==> src/hw/rtl/swcc_pkg.sv <==
// ----------------------------------------------------------------------------
// swcc_pkg: shared constants and types of the write-back cache controller
// Geometry defaults, field widths and the request word passed front to back.
// ----------------------------------------------------------------------------
package swcc_pkg;

  localparam int DEF_SETS        = 64;
  localparam int DEF_WAYS        = 4;
  localparam int DEF_BLOCK_BYTES = 32;
  localparam int ADDR_W          = 32;
  localparam int COUNT_W         = 16;
  localparam logic [COUNT_W-1:0] COUNT_MAX = '1;

  localparam logic FUNC_READ  = 1'b0;
  localparam logic FUNC_WRITE = 1'b1;

  localparam logic MODE_LRU = 1'b0;
  localparam logic MODE_LFU = 1'b1;

  // request word held in the queue between front and back
  typedef struct packed {
    logic              is_write;
    logic [ADDR_W-1:0] address;
  } req_t;

endpackage

==> src/hw/rtl/swcc_front.sv <==
// ----------------------------------------------------------------------------
// swcc_front: request intake and queue
// Accepts commands into a two-entry queue and feeds the back end one word.
// ----------------------------------------------------------------------------
module swcc_front (
  input  logic          clk,
  input  logic          rst,
  input  logic          start,
  input  logic          func,
  input  logic [31:0]   address,
  output logic          busy,
  output swcc_pkg::req_t req,
  output logic          req_valid,
  input  logic          req_take
);
  import swcc_pkg::*;

  req_t       q [2];
  logic       rd_ptr;
  logic       wr_ptr;
  logic [1:0] count;
  logic       push;

  assign busy      = (count == 2'd2);
  assign push      = start && !busy;
  assign req_valid = (count != 2'd0);
  assign req       = q[rd_ptr];

  // store accepted words
  always_ff @(posedge clk) begin
    if (push) begin
      q[wr_ptr] <= '{is_write: func, address: address};
    end
  end

  // advance pointers and count
  always_ff @(posedge clk) begin
    if (rst) begin
      rd_ptr <= 1'b0;
      wr_ptr <= 1'b0;
      count  <= 2'd0;
    end else begin
      if (push) wr_ptr <= ~wr_ptr;
      if (req_take) rd_ptr <= ~rd_ptr;
      count <= count + {1'b0, push} - {1'b0, req_take};
    end
  end

  a_take_valid: assert property (@(posedge clk) disable iff (rst) req_take |-> req_valid)
    else $error("take from empty queue");
  a_no_over: assert property (@(posedge clk) disable iff (rst) count != 2'd3)
    else $error("queue overflow");
  a_full_busy: assert property (@(posedge clk) disable iff (rst)
    (count == 2'd2 && !req_take) |=> busy)
    else $error("full queue not busy");

endmodule

==> config.mk <==
export PLATFORM = sky130hd
export DESIGN_NAME = swcc_front
export DESIGN_NICKNAME = d
export VERILOG_FILES = /design/src/hw/rtl/swcc_pkg.sv /design/src/hw/rtl/swcc_front.sv
export SDC_FILE = /design/constraint.sdc
export NUM_CORES = 1
export LEC_CHECK = 0
export BUFFER_PORTS_ARGS = -buffer_cell sky130_fd_sc_hd__buf_4
export CAP_MARGIN = 20
export CORE_ASPECT_RATIO = 0.5
export CORE_UTILIZATION = 35
export CTS_CLUSTER_SIZE = 28
export DETAILED_ROUTE_END_ITERATION = 10
export PLACE_DENSITY_LB_ADDON = 0.3
export SYNTH_ARGS = -nofsm -noshare
export SYNTH_HDL_FRONTEND = slang
export SYNTH_SLANG_ARGS = --single-unit
==> constraint.sdc <==
create_clock -name clk -period 3.45 [get_ports clk]
set_clock_uncertainty 0.15 [all_clocks]
set_input_delay 0.345 -clock clk [delete_from_list [all_inputs] [get_ports clk]]
set_output_delay 0.345 -clock clk [all_outputs]
set_load 0.01 [all_outputs]
# [Yosys cells after proc, flatten, opt, wreduce, memory -nomap -nowiden]
# Memories as Yosys holds them, arrays and structs flattened. A register that Yosys moved wholly into a read port is not among the register bits.
# Cells that the tools add are included.
# Widths: inputs -> output; s select.
[word_totals] wordCells=16 out_inout_bits=35 ram_bits=66 in_bits=37 regBits=4 rom_bits=0 latch_bits=0 mem_count=1
[classes] n_lt_le_gt_ge=0 n_reduce_logical=3 n_mul=0 addsub=2 bitwise_logic=2 div=0 n_eq_ne=1 shifts=0 mux=4
[memory_table] name="q" depth=2 width=33 rd=1 rd_ports_with_merged_regs=1 write_ports=1 line="swcc_front.sv:18" text="req_t q [2];"
[op_table] cell="$mux 1" n=4
[op_table] cell="$add 2x1->2" n=1
[op_table] cell="$eq 2x2->1 const B" n=1
[op_table] cell="$not 1->1" n=2
[op_table] cell="$reduce_bool 2->1" n=1
[op_table] cell="$sub 2x1->2" n=1
[op_table] cell="$logic_and 1x1->1" n=1
[op_table] cell="$logic_not 1->1" n=1

# [Logic depth before layout (Yosys ltp)]
# Gate-level depths: netlist of the first run.
[depth] word_depth=5 ltp_mapped=8 depth_no_buf=8

# [Least setup slack after synthesis of the first run]
# OpenSTA, ideal clock, no wires.
[synth_timing] kind="register to register" start="register count[0]" end="memory q[0][0] in the netlist's numbering, enable pin" synth_period_minus_slack_ns=2.024 arrival_time_ns=1.486 n_path_buf=0 t_required_ns=2.912 setup_ns=0.388 slack_ns=1.426 path_stages_with_launch=5 path_cell_list="dfxtp_1 -> nand2b_2 -> inv_2 -> or3_1 -> inv_1"
[synth_between] elab_chain_len=5
[synth_rtl] item="start: declaration" line="swcc_front.sv:21" text="logic [1:0] count;"
[synth_rtl] item="start signal: assignment" line="swcc_front.sv:45" text="count <= count + {1'b0, push} - {1'b0, req_take};"
[synth_rtl] item="$eq 2x2->1" line="swcc_front.sv:24" text="assign busy = (count == 2'd2);"
[synth_rtl] item="named net busy" line="swcc_front.sv:11" text="output logic busy,"
[synth_rtl] item="$logic_not 1->1" line="swcc_front.sv:25" text="assign push = start && !busy;"
[synth_rtl] item="$logic_and 1x1->1" line="swcc_front.sv:25"
[synth_rtl] item="$mux 1" line="swcc_front.sv:31" text="if (push) begin"
[synth_rtl] item="$mux 1 (not written as such)" line="swcc_front.sv:32" text="q[wr_ptr] <= '{is_write: func, address: address};"
[synth_rtl] item="end: declaration" line="swcc_front.sv:18"
# The timed path passes the listed nets, and every way through them passes these cells.

# [Worst setup path in the final report of the first run]
[layout_timing] start="register count[0]" end="memory q[0][9] in the netlist's numbering, enable pin"
[layout_between] elab_chain_len=5
[layout_rtl] item="$eq 2x2->1" line="swcc_front.sv:24"
[layout_rtl] item="$logic_not 1->1" line="swcc_front.sv:25"
[layout_rtl] item="$logic_and 1x1->1" line="swcc_front.sv:25"
[layout_rtl] item="$mux 1" line="swcc_front.sv:31"
[layout_rtl] item="$mux 1 (not written as such)" line="swcc_front.sv:32"
# Every way passes these cells.

==> impl_metrics.json, run 1 <==
{
  "synth_top_area_share": 0.757,
  "startpoint_type": "flop",
  "final_net_count": 247,
  "fp.dieW_um": 124,
  "syn_nets": 167,
  "rows": 21,
  "grt_pass1_vias": 1444,
  "yosys.cell_count.top_type": "edfxtp_1",
  "timing.rr.end": "q[0][9]",
  "htree_num_levels": 3,
  "worstPathArrival_ns": 2.16,
  "synth_common_cells": "66 x edfxtp_1, 33 x mux2_2, 5 x dfxtp_1",
  "wirelength_mm": 4.35,
  "p_leak_nw": 1.37,
  "holdWs_ns": 0.0568,
  "numCtsBuffers": 9,
  "placed_area_mm2": 0.00324,
  "final_core_util": 0.512,
  "synth_cell_types": 19,
  "antenna_found_initial": 0,
  "crit_chain": "nand2b_2 -> inv_2 -> or3_1 -> inv_1 -> buf_4",
  "start_util": 0.376,
  "postRouteAntennaNets": 0,
  "drc": 0,
  "die_h_um": 63.2,
  "core_mm2": 0.00696,
  "fin_crit_sh": 0.666,
  "clkLatencyLatePin_ns": 0.32,
  "maxSlewViolCount": 0,
  "synth_area_leaders": "edfxtp_1 76%, mux2_2 14%, dfxtp_1 3.8%, buf_6 1.3%, ha_1 0.96%",
  "yosysTopAreaCell": "edfxtp_1",
  "post-dp-hpwl_mm": 2.83,
  "ys_seq_area_frac": 0.795,
  "overflow": 0,
  "synth_cells": 128,
  "reg2reg_from": "count[0]",
  "min_path_cells": 1,
  "viasPerCell": 4.40,
  "synth_edf_count": 66,
  "drive_above_1_share": 0.587,
  "peakVddDrop_mv": 0.261,
  "async_reset_ff_frac": 0,
  "root_buffer": "clkbuf_16",
  "fin_tns_setup_ns": 0,
  "cts_tree": "built",
  "fmax_mhz": 435,
  "vias": 1342,
  "cpMaxStageDelayCell": "inv_1",
  "gp_congestion": 0.637,
  "drt_iter0_markers": 37,
  "timing.slew.headroom": 0.446,
  "crit_buf_inv": 3,
  "cts-resized-gates": 0,
  "io_pins": 72,
  "grt_max_degree": 34,
  "first_pass_iters": 4,
  "path_class": "flop to flop",
  "hold_end": "q[0][25]",
  "p_per_area_mw_per_mm2": 699,
  "r2r_cells": 5,
  "path_clk_slew_ns": 0.06,
  "grt_pass1_wl_mm": 6.94,
  "rrSetupSlack_ns": 1.15,
  "area_delta_synth_final_pct": 36.2,
  "final_area_mm2": 0.00357,
  "slowest_delay_ns": 0.62,
  "hold_buffers": 0,
  "status": "finished clean",
  "final.fill_count": 576,
  "hold_viol": 0,
  "syn_avg_cell_area_um2": 20.5,
  "synth_area_mm2": 0.00262,
  "setup.worst_path.end_class": "flop",
  "grt_use_total": 0.119,
  "cts_buffer_depth": 2,
  "tightest_slew_ns": 0.830,
  "setup_viol": 0,
  "die-area_mm2": 0.00785,
  "cp_top_family": "buffers and inverters",
  "post-cts-setup-buffers": 0,
  "cts_sinks": 71,
  "min_from": "address[25]",
  "rsz0062_at_grt": "false",
  "wl_per_cell_um": 14.2,
  "path_max_fanout": 21,
  "worstPathRequired_ns": 3.31,
  "port_buffers": 71,
  "synth_flop_cell": "edfxtp_1",
  "min_period_ns": 2.30,
  "antenna_cells": 0,
  "yosys_warnings": 0,
  "min_path_type": "primary input to flop",
  "synth_seq_cells": 71,
  "maxCapViolCount": 0
}
layer usage:
metal | GRT usage | vias to the layer above | share of wire
li1 | - | 651 | -
met1 | 0.132 | 657 | 0.42
met4 | 0.0497 | 0 | 0.0094
met3 | 0.0527 | 6 | 0.044
met2 | 0.202 | 28 | 0.53
met5 | 0 | - | 0
cell type report:
| cell class | instances | area [um^2] | area share |
|---|---|---|---|
| clock buffer | 10 | 229 | 0.0642 |
| clock inverter | 6 | 95.1 | 0.0267 |
| inverter | 4 | 15.0 | 0.00421 |
| multi-input combinational | 49 | 483 | 0.135 |
| sequential | 71 | 2080 | 0.584 |
| tap | 92 | 115 | 0.0323 |
| timing repair buffer | 73 | 548 | 0.154 |
metrics by stage:
step,cells,total power [mW],setup WS (ns)
3_3_place_gp,289,1.54,1.16
2_1_floorplan,128,1.35,1.43
4_1_cts,305,2.53,1.11
5_1_grt,305,2.61,0.990
6_report,305,2.49,1.15
3_5_place_dp,289,1.55,1.12
cell families after synthesis:
family                     Yosys count  synth area share
DFF                                 71             0.795
buffers and inverters                8            0.0205
muxes                               33             0.142
and+or+nand+nor                      9            0.0191
adders and majority gates            2           0.00955
AOI/OAI and AO/OA                    2           0.00382
xor gates and xnor gates             3            0.0100
worst reg2reg max path, cell delays in order (launching register included):
cell and delay, ns:
dfxtp_1 0.34, nand2b_2 0.15, inv_2 0.04, or3_1 0.33
inv_1 0.62, buf_4 0.36
worst max path at each step:
| stage | startpoint | to | slack, ns | cells past startpoint |
|---|---|---|---|---|
| final | count[0] | q[0][9] | 1.15 | 5 |
| after floorplan | count[0] | q[0][0] | 1.43 | 4 |
| after global routing | count[0] | q[0][9] | 0.99 | 5 |
| after CTS | count[0] | q[0][9] | 1.11 | 5 |
| after detailed placement | count[0] | q[0][19] | 1.12 | 5 |
| after global placement | start | q[0][3] | 1.16 | 5 |
power by group:
part           leakage [nW]  total [mW]  switching, mW  internal, mW
sequential            0.657        1.11         0.0290          1.08
clock                 0.157       0.968          0.331         0.637
combinational         0.554       0.417          0.201         0.216
total                  1.37        2.49          0.561          1.93
flip-flops by register name (all words and copies together) (netlist names), named ones only:
signal / count
wr_ptr: 1
count: 2
q: 66
rd_ptr: 1
layout by cell type, fill, tap and decap left out, types with 2 or more instances in the layout:
cell       Yosys  layout
nor2_1         3       3
inv_1          3       3
clkinv_4       0       4
clkbuf_16      0       9
mux2_2        33      33
buf_4          0      73
xnor2_1        2       2
edfxtp_1      66      66
dfxtp_1        5       5
ha_1           2       2
bufinv_16      0       2
No activity file was read; power rests on OpenSTA's default activity.
==> run 2: changes to the inputs <==
==> constraint.sdc (replaced) <==
create_clock -name clk -period 1.96 [get_ports clk]
set_clock_uncertainty 0.15 [all_clocks]
set_input_delay 0.196 -clock clk [delete_from_list [all_inputs] [get_ports clk]]
set_output_delay 0.196 -clock clk [all_outputs]
set_load 0.01 [all_outputs]
==> impl_metrics.json, run 2 (synthesis gave the netlist of run 1 again) <==
{
  "setup_viol": 0,
  "hold_viol": 0,
  "grt_use_total": 0.129,
  "antenna_found_initial": 0,
  "cts_sinks": 71,
  "setup.worst_path.end_class": "output pin",
  "met1_usage": 0.125,
  "rrSetupSlack_ns": 0.21,
  "cpMaxStageDelayCell": "mux2_2",
  "cts_buffer_depth": 2,
  "worstPathArrival_ns": 1.42,
  "registers.top_by_ff_count": "q",
  "gp_congestion": 0.745,
  "crit_chain": "buf_4 -> mux2_2 -> buf_4",
  "final.fill_count": 546,
  "final_core_util": 0.562,
  "min_from": "start",
  "placed_area_mm2": 0.00329,
  "total_power_mw": 4.19,
  "path_clk_slew_ns": 0.05,
  "fp.dieW_um": 124,
  "multiInputGateArea_um2": 483,
  "first_pass_iters": 4,
  "fin_tns_setup_ns": 0,
  "slowest_delay_ns": 0.38,
  "seq_area_mm2": 0.00208,
  "numCtsBuffers": 9,
  "reg2reg_from": "count[0]",
  "drc": 0,
  "grt_pass1_wl_mm": 7.47,
  "largest_register_ff_count": 66,
  "worstPathRequired_ns": 1.61,
  "wl_per_cell_um": 13.2,
  "area_delta_synth_final_pct": 49.4,
  "maxSlewViolCount": 0,
  "status": "finished clean",
  "fmax_mhz": 565,
  "die_h_um": 63.2,
  "cts_tree": "built",
  "wirelength_mm": 4.54,
  "rsz0062_at_grt": "false",
  "timing.slew.headroom": 0.844,
  "globalRouteMet3Util": 0.0586,
  "antenna_cells": 0,
  "io_pins": 72,
  "tightest_slew_ns": 0.233,
  "viasPerCell": 4.39,
  "post-cts-setup-buffers": 0,
  "maxCapViolCount": 0,
  "overflow": 0,
  "drt_iter0_markers": 64,
  "root_buffer": "clkbuf_16",
  "core_mm2": 0.00696,
  "final_cell_mix": "74 x buf_4, 66 x edfxtp_1, 35 x dlygate4sd3_1",
  "top_usage_layer": "met2",
  "rows": 21,
  "postRouteAntennaNets": 0,
  "layout_commonest_cell": "buf_4",
  "clkLatencyLatePin_ns": 0.32,
  "final_area_mm2": 0.00391,
  "min_period_ns": 1.77,
  "htree_num_levels": 3,
  "p_per_area_mw_per_mm2": 1070,
  "peakVddDrop_mv": 0.534,
  "use_met2": 0.230,
  "start_util": 0.376,
  "p_leak_nw": 1.50,
  "grt_max_degree": 34,
  "path_class": "flop to output pin",
  "post-dp-hpwl_mm": 2.92,
  "min_path_type": "primary input to flop",
  "final_net_count": 285,
  "drive_above_1_share": 0.510,
  "port_buffers": 71,
  "fin_crit_sh": 0.903,
  "die-area_mm2": 0.00785,
  "critical_path.most_common_cell": "buf_4",
  "vias": 1506,
  "reg_top3": "q x66, count x2",
  "path_max_fanout": 17,
  "startpoint_type": "flop",
  "grt_pass1_vias": 1651
}
## run 2: changes by cell type in the layout (fill, tap and decap cells not counted)
cell	previous run	this run
buf_12	0	2
buf_4	73	74
bufinv_16	2	0
clkbuf_1	1	2
clkinv_2	0	2
clkinv_4	4	2
clkinvlp_4	0	2
dlygate4sd3_1	0	35
inv_1	3	2
## run 2: timing repair
action | 4_1_cts | 5_1_grt
hold endpoints to repair | 71 | 0
hold buffers | 35 | 0
resized for setup | 0 | 0
## run 2: worst paths after layout
kind	to	depth (start not counted)
min	wr_ptr	4
max	req[23]	3
min reg2reg	wr_ptr	2
max reg2reg	q[0][12]	5
## run 2: report_power, final
part	switching (mW)	internal, mW
logic	0.379	0.461
registers	0.0520	1.90
clock network	0.548	0.854
total	0.980	3.21
## run 2: per-stage QoR
step,hold slack (ns),setup slack [ns],std cells
finish,0.117,0.190,343
global route,0.158,0.126,343
CTS,0.109,0.161,343
detailed placement,0.233,0.223,292
global placement,0.232,0.280,292
floorplan,0.115,0.205,128
## run 2: area by class of cell
| cell class | instances | area share |
|---|---|---|
| repair buffers | 111 | 0.242 |
| flip-flops and latches | 71 | 0.532 |
| well taps | 92 | 0.0294 |
| inverters | 4 | 0.00480 |
| multi-input cells | 49 | 0.123 |
| clock buffers | 11 | 0.0595 |
| clock inverters | 5 | 0.00895 |
## run 2: critical path, delay by kind of cell, from the launching register on
family	cells	cell delay, ns
buf+inv	2	0.39
mux	1	0.38
flops	1	0.32
## run 2: layer usage
| metal | vias to the layer above | wire length [um] | part of all wire |
|---|---|---|---|
| met5 | - | 0 | 0 |
| met4 | 0 | 86 | 0.019 |
| met3 | 6 | 220 | 0.048 |
| met2 | 36 | 2500 | 0.55 |
| met1 | 740 | 1740 | 0.38 |
| li1 | 724 | - | - |
